<file path="src/rtl/csbp_pkg.sv">
// Package for the clock-sweep buffer pool frame table.
// Holds request and status codes and the frame descriptor type; no dependencies.
package csbp_pkg;
	localparam int PAGE_W = 31;
	localparam int PIN_W = 8;
	localparam logic [PIN_W-1:0] PIN_MAX = '1;

	typedef enum logic [1:0] {
		OP_FETCH = 2'd0,
		OP_UNPIN = 2'd1,
		OP_FLUSH = 2'd2,
		OP_NONE  = 2'd3
	} opcode_t;

	typedef enum logic [2:0] {
		ST_OK         = 3'd0,
		ST_LOADED     = 3'd1,
		ST_ALL_PINNED = 3'd2,
		ST_NOT_RES    = 3'd3,
		ST_NOT_PINNED = 3'd4
	} status_t;

	typedef struct packed {
		logic              valid;
		logic              referenced;
		logic              dirty;
		logic [PIN_W-1:0]  pins;
		logic [PAGE_W-1:0] page;
	} frame_t;
endpackage

</file>
<file path="src/rtl/clock_sweep_buffer_pool_unit.sv">
// Top level of the clock-sweep buffer pool frame table.
// Uses csbp_pkg and a ring of csbp_frame_cell instances.
//
// The frames live in a ring of cells that rotates one place per cycle while
// the hand sweeps or steps on after an eviction; cell 0 always sits under the
// clock hand, and a rotation counter tracks which physical frame number that
// is. A hit, unpin, flush or a miss with a free frame is accepted, then
// executed; a miss that sweeps then visits frames under the hand until it
// evicts one and steps the hand, or reports that all frames are pinned. One
// request is processed at a time; the result register lets a new request be
// taken while the previous result waits, and execution holds until it drains.
module clock_sweep_buffer_pool_unit #(
	parameter int FRAMES = 8
) (
	input  logic                      clk,
	input  logic                      arst_n,
	input  logic                      in_valid,
	output logic                      in_stall,
	input  logic [1:0]                opcode,
	input  logic [csbp_pkg::PAGE_W-1:0] page_number,
	input  logic                      mark_dirty,
	output logic                      out_valid,
	input  logic                      out_stall,
	output logic [2:0]                status,
	output logic [2:0]                frame_index,
	output logic                      read_needed,
	output logic                      evict_valid,
	output logic [csbp_pkg::PAGE_W-1:0] evicted_page,
	output logic                      writeback_needed
);
	import csbp_pkg::*;

	localparam int FW = (FRAMES > 1) ? $clog2(FRAMES) : 1;
	localparam int SW = $clog2(2 * FRAMES + 1);
	localparam logic [FW-1:0] LAST = FW'(FRAMES - 1);

	typedef enum logic [3:0] {
		S_IDLE  = 4'b0001,
		S_EXEC  = 4'b0010,
		S_SWEEP = 4'b0100,
		S_DONE  = 4'b1000
	} state_t;

	state_t state_q;
	logic [1:0] op_q;
	logic [PAGE_W-1:0] page_q;
	logic dirty_q;
	logic [FW-1:0] rot_q;
	logic [SW-1:0] scan_q;

	frame_t cur [FRAMES];
	frame_t wr_data [FRAMES];
	logic wr_en [FRAMES];
	logic rotate;
	frame_t last_in;

	logic res_full_q;
	logic [2:0] r_status_q, r_fidx_q;
	logic r_rd_q, r_ev_q, r_wb_q;
	logic [PAGE_W-1:0] r_evp_q;

	genvar g;
	generate
		for (g = 0; g < FRAMES; g++) begin : g_cell
			csbp_frame_cell u_cell (
				.clk(clk), .arst_n(arst_n), .rotate(rotate),
				.wr_en(wr_en[g]), .wr_data(wr_data[g]),
				.prev((g == FRAMES - 1) ? last_in : cur[(g + 1) % FRAMES]),
				.cur(cur[g])
			);
		end
	endgenerate

	// lookup over cells; cell c holds physical frame (rot_q + c) mod FRAMES
	logic hit;
	logic [FW-1:0] hit_cell, hit_phys, free_cell, free_phys;
	logic free_any;
	logic [FW-1:0] phys [FRAMES];

	always_comb begin
		for (int c = 0; c < FRAMES; c++) begin
			logic [FW:0] s;
			s = {1'b0, rot_q} + (FW+1)'(c);
			phys[c] = (s >= (FW+1)'(FRAMES)) ? FW'(s - (FW+1)'(FRAMES)) : s[FW-1:0];
		end
	end

	always_comb begin
		hit = 1'b0;
		hit_cell = '0;
		hit_phys = '0;
		free_any = 1'b0;
		free_cell = '0;
		free_phys = '0;
		for (int c = 0; c < FRAMES; c++) begin
			if (cur[c].valid && cur[c].page == page_q &&
			    (!hit || phys[c] < hit_phys)) begin
				hit = 1'b1;
				hit_cell = FW'(c);
				hit_phys = phys[c];
			end
			if (!cur[c].valid && (!free_any || phys[c] < free_phys)) begin
				free_any = 1'b1;
				free_cell = FW'(c);
				free_phys = phys[c];
			end
		end
	end

	frame_t hf, ff, h0;
	assign hf = cur[hit_cell];
	assign h0 = cur[0];

	always_comb begin
		ff.valid = 1'b1;
		ff.referenced = 1'b1;
		ff.dirty = 1'b0;
		ff.pins = PIN_W'(1);
		ff.page = page_q;
	end

	logic res_load;
	logic [2:0] n_status, n_fidx;
	logic n_rd, n_ev, n_wb;
	logic [PAGE_W-1:0] n_evp;
	state_t state_d;
	logic clr_ref0;

	assign in_stall = (state_q != S_IDLE);

	always_comb begin
		state_d = state_q;
		rotate = 1'b0;
		res_load = 1'b0;
		clr_ref0 = 1'b0;
		n_status = ST_OK;
		n_fidx = '0;
		n_rd = 1'b0;
		n_ev = 1'b0;
		n_evp = '0;
		n_wb = 1'b0;
		for (int c = 0; c < FRAMES; c++) begin
			wr_en[c] = 1'b0;
			wr_data[c] = cur[c];
		end
		case (state_q)
			S_IDLE: begin
				if (in_valid)
					state_d = S_EXEC;
			end
			S_EXEC: begin
				if (!res_full_q || !out_stall) begin
					case (op_q)
						OP_FETCH: begin
							if (hit) begin
								wr_en[hit_cell] = 1'b1;
								wr_data[hit_cell].referenced = 1'b1;
								if (hf.pins != PIN_MAX)
									wr_data[hit_cell].pins = hf.pins + PIN_W'(1);
								n_fidx = 3'(hit_phys);
								res_load = 1'b1;
								state_d = S_IDLE;
							end else if (free_any) begin
								wr_en[free_cell] = 1'b1;
								wr_data[free_cell] = ff;
								n_status = ST_LOADED;
								n_rd = 1'b1;
								n_fidx = 3'(free_phys);
								res_load = 1'b1;
								state_d = S_IDLE;
							end else begin
								state_d = S_SWEEP;
							end
						end
						OP_UNPIN: begin
							res_load = 1'b1;
							state_d = S_IDLE;
							if (!hit) begin
								n_status = ST_NOT_RES;
							end else if (hf.pins == '0) begin
								n_status = ST_NOT_PINNED;
								n_fidx = 3'(hit_phys);
							end else begin
								wr_en[hit_cell] = 1'b1;
								wr_data[hit_cell].pins = hf.pins - PIN_W'(1);
								if (dirty_q)
									wr_data[hit_cell].dirty = 1'b1;
								n_fidx = 3'(hit_phys);
							end
						end
						OP_FLUSH: begin
							res_load = 1'b1;
							state_d = S_IDLE;
							if (!hit) begin
								n_status = ST_NOT_RES;
							end else begin
								wr_en[hit_cell] = 1'b1;
								wr_data[hit_cell].dirty = 1'b0;
								n_wb = hf.dirty;
								n_fidx = 3'(hit_phys);
							end
						end
						default: begin
							res_load = 1'b1;
							state_d = S_IDLE;
						end
					endcase
				end
			end
			S_SWEEP: begin
				if (scan_q == SW'(2 * FRAMES)) begin
					n_status = ST_ALL_PINNED;
					res_load = 1'b1;
					state_d = S_IDLE;
				end else if (h0.pins == '0 && !h0.referenced) begin
					wr_en[0] = 1'b1;
					wr_data[0] = ff;
					n_status = ST_LOADED;
					n_rd = 1'b1;
					n_ev = 1'b1;
					n_evp = h0.page;
					n_wb = h0.dirty;
					n_fidx = 3'(rot_q);
					res_load = 1'b1;
					state_d = S_DONE;
				end else begin
					rotate = 1'b1;
					clr_ref0 = (h0.pins == '0);
				end
			end
			S_DONE: begin
				rotate = 1'b1;
				state_d = S_IDLE;
			end
			default: state_d = S_IDLE;
		endcase
	end

	// cleared reference bit travels with the rotating descriptor
	always_comb begin
		last_in = h0;
		if (clr_ref0)
			last_in.referenced = 1'b0;
	end

	always_ff @(posedge clk or negedge arst_n) begin
		if (!arst_n) begin
			state_q <= S_IDLE;
			rot_q <= '0;
			scan_q <= '0;
			res_full_q <= 1'b0;
		end else begin
			state_q <= state_d;
			if (rotate)
				rot_q <= (rot_q == LAST) ? '0 : rot_q + FW'(1);
			if (state_q == S_EXEC)
				scan_q <= '0;
			else if (rotate)
				scan_q <= scan_q + SW'(1);
			if (res_load)
				res_full_q <= 1'b1;
			else if (!out_stall)
				res_full_q <= 1'b0;
		end
	end

	always_ff @(posedge clk) begin
		if (state_q == S_IDLE && in_valid) begin
			op_q <= opcode;
			page_q <= page_number;
			dirty_q <= mark_dirty;
		end
		if (res_load) begin
			r_status_q <= n_status;
			r_fidx_q <= n_fidx;
			r_rd_q <= n_rd;
			r_ev_q <= n_ev;
			r_evp_q <= n_evp;
			r_wb_q <= n_wb;
		end
	end

	assign out_valid = res_full_q;
	assign status = r_status_q;
	assign frame_index = r_fidx_q;
	assign read_needed = r_rd_q;
	assign evict_valid = r_ev_q;
	assign evicted_page = r_evp_q;
	assign writeback_needed = r_wb_q;

	a_one_state: assert property (@(posedge clk) disable iff (!arst_n)
		$onehot(state_q)) else $error("state not one-hot");
	a_stall_busy: assert property (@(posedge clk) disable iff (!arst_n)
		state_q != S_IDLE |-> in_stall) else $error("accept while busy");
	a_done_rot: assert property (@(posedge clk) disable iff (!arst_n)
		state_q == S_DONE |=> rot_q != $past(rot_q) || FRAMES == 1)
		else $error("hand did not advance after eviction");
	a_res_hold: assert property (@(posedge clk) disable iff (!arst_n)
		out_valid && out_stall |=> out_valid) else $error("result dropped");
endmodule

</file>
<file path="src/rtl/csbp_frame_cell.sv">
// One frame cell of the rotating frame ring.
// Holds a frame descriptor, passes it to the next cell on rotate, applies updates.
// Depends on csbp_pkg.
module csbp_frame_cell (
	input  logic             clk,
	input  logic             arst_n,
	input  logic             rotate,
	input  logic             wr_en,
	input  csbp_pkg::frame_t wr_data,
	input  csbp_pkg::frame_t prev,
	output csbp_pkg::frame_t cur
);
	import csbp_pkg::*;

	frame_t frame_q;

	always_ff @(posedge clk or negedge arst_n) begin
		if (!arst_n) begin
			frame_q <= '0;
		end else if (rotate) begin
			frame_q <= prev;
		end else if (wr_en) begin
			frame_q <= wr_data;
		end
	end

	assign cur = frame_q;
endmodule
</file>
<file path="config.mk">
export PLATFORM = sky130hd
export DESIGN_NAME = clock_sweep_buffer_pool_unit
export DESIGN_NICKNAME = d
export VERILOG_FILES = /design/src/rtl/csbp_pkg.sv /design/src/rtl/clock_sweep_buffer_pool_unit.sv /design/src/rtl/csbp_frame_cell.sv
export SDC_FILE = /design/constraint.sdc
export NUM_CORES = 2
export LEC_CHECK = 0
export BUFFER_PORTS_ARGS = -buffer_cell sky130_fd_sc_hd__buf_4
export CAP_MARGIN = 20
export CORE_MARGIN = 2
export CORE_UTILIZATION = 32
export DETAILED_ROUTE_END_ITERATION = 12
export HOLD_SLACK_MARGIN = 0.12
export MAX_ROUTING_LAYER = met4
export SLEW_MARGIN = 25
export SYNTH_ARGS = -nofsm -noshare
export SYNTH_HDL_FRONTEND = slang
export SYNTH_SLANG_ARGS = --single-unit
</file>
<file path="constraint.sdc">
create_clock -name clk -period 32.3 [get_ports clk]
set_input_delay 3.23 -clock clk [delete_from_list [all_inputs] [get_ports clk]]
set_output_delay 3.23 -clock clk [all_outputs]
set_load 0.01 [all_outputs]
</file>
==> flow_results.xml <==
<?xml version="1.0" encoding="UTF-8"?>
<metrics>
  <group name="power">
    <metric name="leakage" unit="nW">12.5</metric>
    <metric name="vdd_ir_drop_max" unit="V">0.0000403</metric>
    <metric name="p_per_area" unit="nW/um^2">50.3</metric>
  </group>
  <group name="clocking">
    <metric name="clockBufferDepth" unit="">3</metric>
    <metric name="clock_tree_from_tritoncts" unit="">built</metric>
    <metric name="cts_resized" unit="">0</metric>
    <metric name="clkSinkCount" unit="">423</metric>
    <metric name="cts.clk_slew.worst_paths" unit="ns">0.06</metric>
    <metric name="clock_latency" unit="ns">0.64</metric>
    <metric name="numCtsBuffers" unit="">50</metric>
    <metric name="clk_root_buffer_cell" unit="">sky130_fd_sc_hd__clkbuf_16</metric>
    <metric name="cts-htree-levels" unit="">2</metric>
    <metric name="cts_setup_buffers" unit="">0</metric>
    <metric name="cts.hold.buffers_added" unit="">0</metric>
  </group>
  <group name="sta">
    <metric name="min_period_over_period" unit="">0.584</metric>
    <metric name="finalHoldViolations" unit="">0</metric>
    <metric name="final_worst_setup_slack" unit="ns">13.45</metric>
    <metric name="min_period" unit="ns">18.85</metric>
    <metric name="tightestPinTransition" unit="ns">1.11</metric>
    <metric name="setup_viol_count_final" unit="">0</metric>
    <metric name="timing_max_transition_violations_final" unit="">0</metric>
    <metric name="rsz_0062_raised_after_global_routing" unit="">no</metric>
    <metric name="slew_headroom" unit="">0.241</metric>
    <metric name="timing.setup.tns" unit="ns">0</metric>
    <metric name="timing.fmax" unit="GHz">0.0530</metric>
    <metric name="final.setup_skew" unit="ns">0.0394</metric>
  </group>
  <group name="grt">
    <metric name="globalRouteMet3Util" unit="">0.0434</metric>
    <metric name="grt_antenna_before_repair" unit="">1</metric>
    <metric name="gr-usage-met1" unit="">0.346</metric>
    <metric name="via_count_of_the_first_global_routing_pass" unit="">24600</metric>
    <metric name="overflow" unit="">0</metric>
    <metric name="grt_pass1_wl" unit="um">171000</metric>
    <metric name="grtUsageTotal" unit="">0.261</metric>
    <metric name="grt_start_max_net_pins" unit="">126</metric>
    <metric name="global_route.usage.met2" unit="">0.398</metric>
    <metric name="busiest_layer" unit="">met2</metric>
  </group>
  <group name="die">
    <metric name="floorplan.die.width" unit="um">299</metric>
    <metric name="die-height" unit="um">299</metric>
    <metric name="core-area" unit="um^2">86300</metric>
    <metric name="top_level_ports" unit="">80</metric>
    <metric name="floorplan.rows" unit="">108</metric>
    <metric name="dieArea" unit="um^2">89100</metric>
    <metric name="starting_density" unit="">0.322</metric>
  </group>
  <group name="worst_setup_path">
    <metric name="end_kind" unit="">flop</metric>
    <metric name="max_stage_delay" unit="ns">0.69</metric>
    <metric name="cp_slowest_cell" unit="">sky130_fd_sc_hd__edfxtp_1</metric>
    <metric name="timing.critical_path.from_type" unit="">flop</metric>
    <metric name="required" unit="ns">32.86</metric>
    <metric name="path_max_fanout" unit="">35</metric>
    <metric name="worst_endpoint_data_arrival_time" unit="ns">19.41</metric>
    <metric name="crit_type" unit="">reg2reg</metric>
    <metric name="timing.critical_path.mode_cell" unit="">sky130_fd_sc_hd__ha_1</metric>
  </group>
  <group name="drt">
    <metric name="antenna_violating_nets_post_route" unit="">0</metric>
    <metric name="routed_wirelength" unit="um">116000</metric>
    <metric name="drc" unit="">0</metric>
    <metric name="wl_per_cell" unit="um">27.4</metric>
    <metric name="dr.first_iter.drc_count" unit="">3452</metric>
    <metric name="vias_per_cell" unit="">6.16</metric>
    <metric name="num_vias" unit="">26200</metric>
    <metric name="dr.pass1.iters" unit="">7</metric>
  </group>
  <group name="logic_synthesis">
    <metric name="synth.yosys.warnings" unit="">0</metric>
    <metric name="post_synth_instance_area" unit="um^2">27800</metric>
    <metric name="ys_async_sr_fraction" unit="">0.825</metric>
    <metric name="synthesized_instance_count" unit="">3077</metric>
    <metric name="synth.avg_cell_area" unit="um^2">9.02</metric>
    <metric name="ys.flop_type" unit="">sky130_fd_sc_hd__dfrtp_1</metric>
    <metric name="leading_cell_types_by_total_area_after_synthesis" unit="">sky130_fd_sc_hd__dfrtp_1 31%, sky130_fd_sc_hd__edfxtp_1 8.0%, sky130_fd_sc_hd__xnor2_1 7.0%</metric>
    <metric name="post_synth_edffs" unit="">74</metric>
    <metric name="yosysTopAreaCell" unit="">sky130_fd_sc_hd__dfrtp_1</metric>
    <metric name="ys_ff_latch" unit="">423</metric>
    <metric name="yosys.area.top_type_share" unit="">0.314</metric>
    <metric name="synth_sequential_area_ratio" unit="">0.395</metric>
    <metric name="yosysUniqueCellTypes" unit="">104</metric>
    <metric name="synth_nets" unit="">3154</metric>
  </group>
  <group name="cells_and_area">
    <metric name="area_growth" unit="%">13.0</metric>
    <metric name="final_area" unit="um^2">31400</metric>
    <metric name="mostFrequentLayoutCell" unit="">sky130_fd_sc_hd__dfrtp_1</metric>
    <metric name="final-seq-area" unit="um^2">11000</metric>
    <metric name="fillCellCount" unit="">8806</metric>
    <metric name="multi_input_gate_area" unit="um^2">15800</metric>
    <metric name="commonest_cells_after_routing_fill_and_taps_aside" unit="">348 x sky130_fd_sc_hd__dfrtp_1, 309 x sky130_fd_sc_hd__nand2_1, 240 x sky130_fd_sc_hd__nor2_1, 223 x sky130_fd_sc_hd__xnor2_1, 168 x sky130_fd_sc_hd__buf_4</metric>
    <metric name="proportion_of_layout_cells_with_a_drive_suffix_above_1" unit="">0.115</metric>
    <metric name="nets" unit="">3136</metric>
    <metric name="post-route-util" unit="">0.363</metric>
  </group>
  <group name="run_status">
    <metric name="status" unit="">finished, final reports clean</metric>
  </group>
  <group name="min_path">
    <metric name="worst_hold_path_type" unit="">reg2reg</metric>
  </group>
  <group name="placement">
    <metric name="dp_worst_setup_slack" unit="ns">13.94</metric>
    <metric name="io_buffer_count" unit="">79</metric>
    <metric name="placement.cell_area" unit="um^2">29600</metric>
    <metric name="post_detail_place_hpwl" unit="um">84000</metric>
    <metric name="routability_driven_placement_congestion_ratio" unit="">1.00</metric>
  </group>
  <group name="run">
    <metric name="max-cap-violations" unit="">0</metric>
  </group>
</metrics>
## flip-flops by register name (all words and copies together) (netlist names), 2 cells and up
register / flops
frame_index: 3
page_q: 31
state_q: 4
evicted_page: 31
op_q: 2
g_cell.u_cell.cur: 336
status: 3
rot_q: 3
scan_q: 5
## critical path: cells and delay by family (launching register included)
| family | cells | cell delay [ns] |
|---|---|---|
| buffers and inverters | 3 | 0.96 |
| AND/OR/NAND/NOR | 21 | 6.20 |
| XOR/XNOR | 1 | 0.41 |
| adder cells (fa/ha/maj) | 8 | 2.50 |
| AO/OA/AOI/OAI | 24 | 6.39 |
| multiplexers | 4 | 1.52 |
| flip-flops | 1 | 0.69 |
## cells by family (layout without fill, tap and decap cells)
logic type / count (synthesis) / after routing / share of synthesized area
buffers and inverters: 286 / 309 / 0.0430
xor gates and xnor gates: 263 / 263 / 0.0830
adders and majority gates: 39 / 39 / 0.0176
DFF: 423 / 423 / 0.395
AOI/OAI and AO/OA: 947 / 947 / 0.250
other: 0 / 1 / 0
and+or+nand+nor: 1075 / 1075 / 0.195
muxes: 44 / 44 / 0.0173
## worst paths after layout
| check | cells past startpoint | slack (ns) | end | from |
|---|---|---|---|---|
| max in group asynchronous | 3 | 28.00 | g_cell[2].u_cell.cur[20] | arst_n |
| worst max register to register | 61 | 13.45 | g_cell[4].u_cell.cur[17] | page_q[17] |
| worst min-delay path | 2 | 0.48 | g_cell[4].u_cell.cur[35] | g_cell[4].u_cell.cur[35] |
| worst min register to register | 2 | 0.48 | g_cell[4].u_cell.cur[35] | g_cell[4].u_cell.cur[35] |
| worst max-delay path | 61 | 13.45 | g_cell[4].u_cell.cur[17] | page_q[17] |
| min in group asynchronous | 1 | 2.60 | scan_q[0] | arst_n |
## cells in the mapped netlist, types with 16 or more instances
cell type                     n
sky130_fd_sc_hd__a221oi_1    40
sky130_fd_sc_hd__o21ai_1     20
sky130_fd_sc_hd__buf_1       31
sky130_fd_sc_hd__buf_2       60
sky130_fd_sc_hd__o21ai_0    132
sky130_fd_sc_hd__nand2b_1    23
sky130_fd_sc_hd__nand3_1     65
sky130_fd_sc_hd__o211ai_1    16
sky130_fd_sc_hd__a221o_1     66
sky130_fd_sc_hd__xor2_1      40
sky130_fd_sc_hd__a21oi_1    152
sky130_fd_sc_hd__inv_1       44
sky130_fd_sc_hd__and2_1      63
sky130_fd_sc_hd__nand2_1    310
sky130_fd_sc_hd__xnor2_1    223
sky130_fd_sc_hd__dfrtp_1    348
sky130_fd_sc_hd__o31ai_1     24
sky130_fd_sc_hd__mux2_2      23
sky130_fd_sc_hd__a22oi_1    142
sky130_fd_sc_hd__a31oi_1     25
sky130_fd_sc_hd__a22o_1      70
sky130_fd_sc_hd__nor4_1      50
sky130_fd_sc_hd__nor3_1      30
sky130_fd_sc_hd__a21o_1      37
sky130_fd_sc_hd__o2bb2ai_1   38
sky130_fd_sc_hd__ha_1        39
sky130_fd_sc_hd__a211oi_1    24
sky130_fd_sc_hd__clkbuf_1   144
sky130_fd_sc_hd__nor2_1     243
sky130_fd_sc_hd__nand4_1    115
sky130_fd_sc_hd__nor2b_1     72
sky130_fd_sc_hd__edfxtp_1    74
sky130_fd_sc_hd__and3_1      20
## power by group
group	leakage, nW	total (mW)	internal [mW]	switching, mW
sequential	5.28	0.592	0.571	0.0213
combinational	6.35	0.385	0.122	0.263
clock	0.838	0.602	0.347	0.255
## layout make-up
cell class / count / area share
tap: 1155 / 0.0460
clock inverter: 16 / 0.00674
inverter: 44 / 0.00526
clock buffer: 77 / 0.0480
sequential: 423 / 0.349
multi-input combinational: 2368 / 0.502
timing repair buffer: 172 / 0.0425
antenna: 1 / 0.0000797
## metrics by stage
step	hold slack [ns]	total power, mW	instances
final	0.477	1.58	4256
after global routing	0.506	1.63	4256
after CTS	0.480	1.57	4255
after detailed placement	0.467	0.973	4162
after global placement	0.467	0.974	4161
after floorplan	0.444	0.830	3077
## metal layers
layer	wire, um	up-vias
met4	5340	0
li1	-	11500
met2	52600	1428
met1	48600	13000
met3	9840	268
met5	0	-
Power figures use the tool's default switching activity.
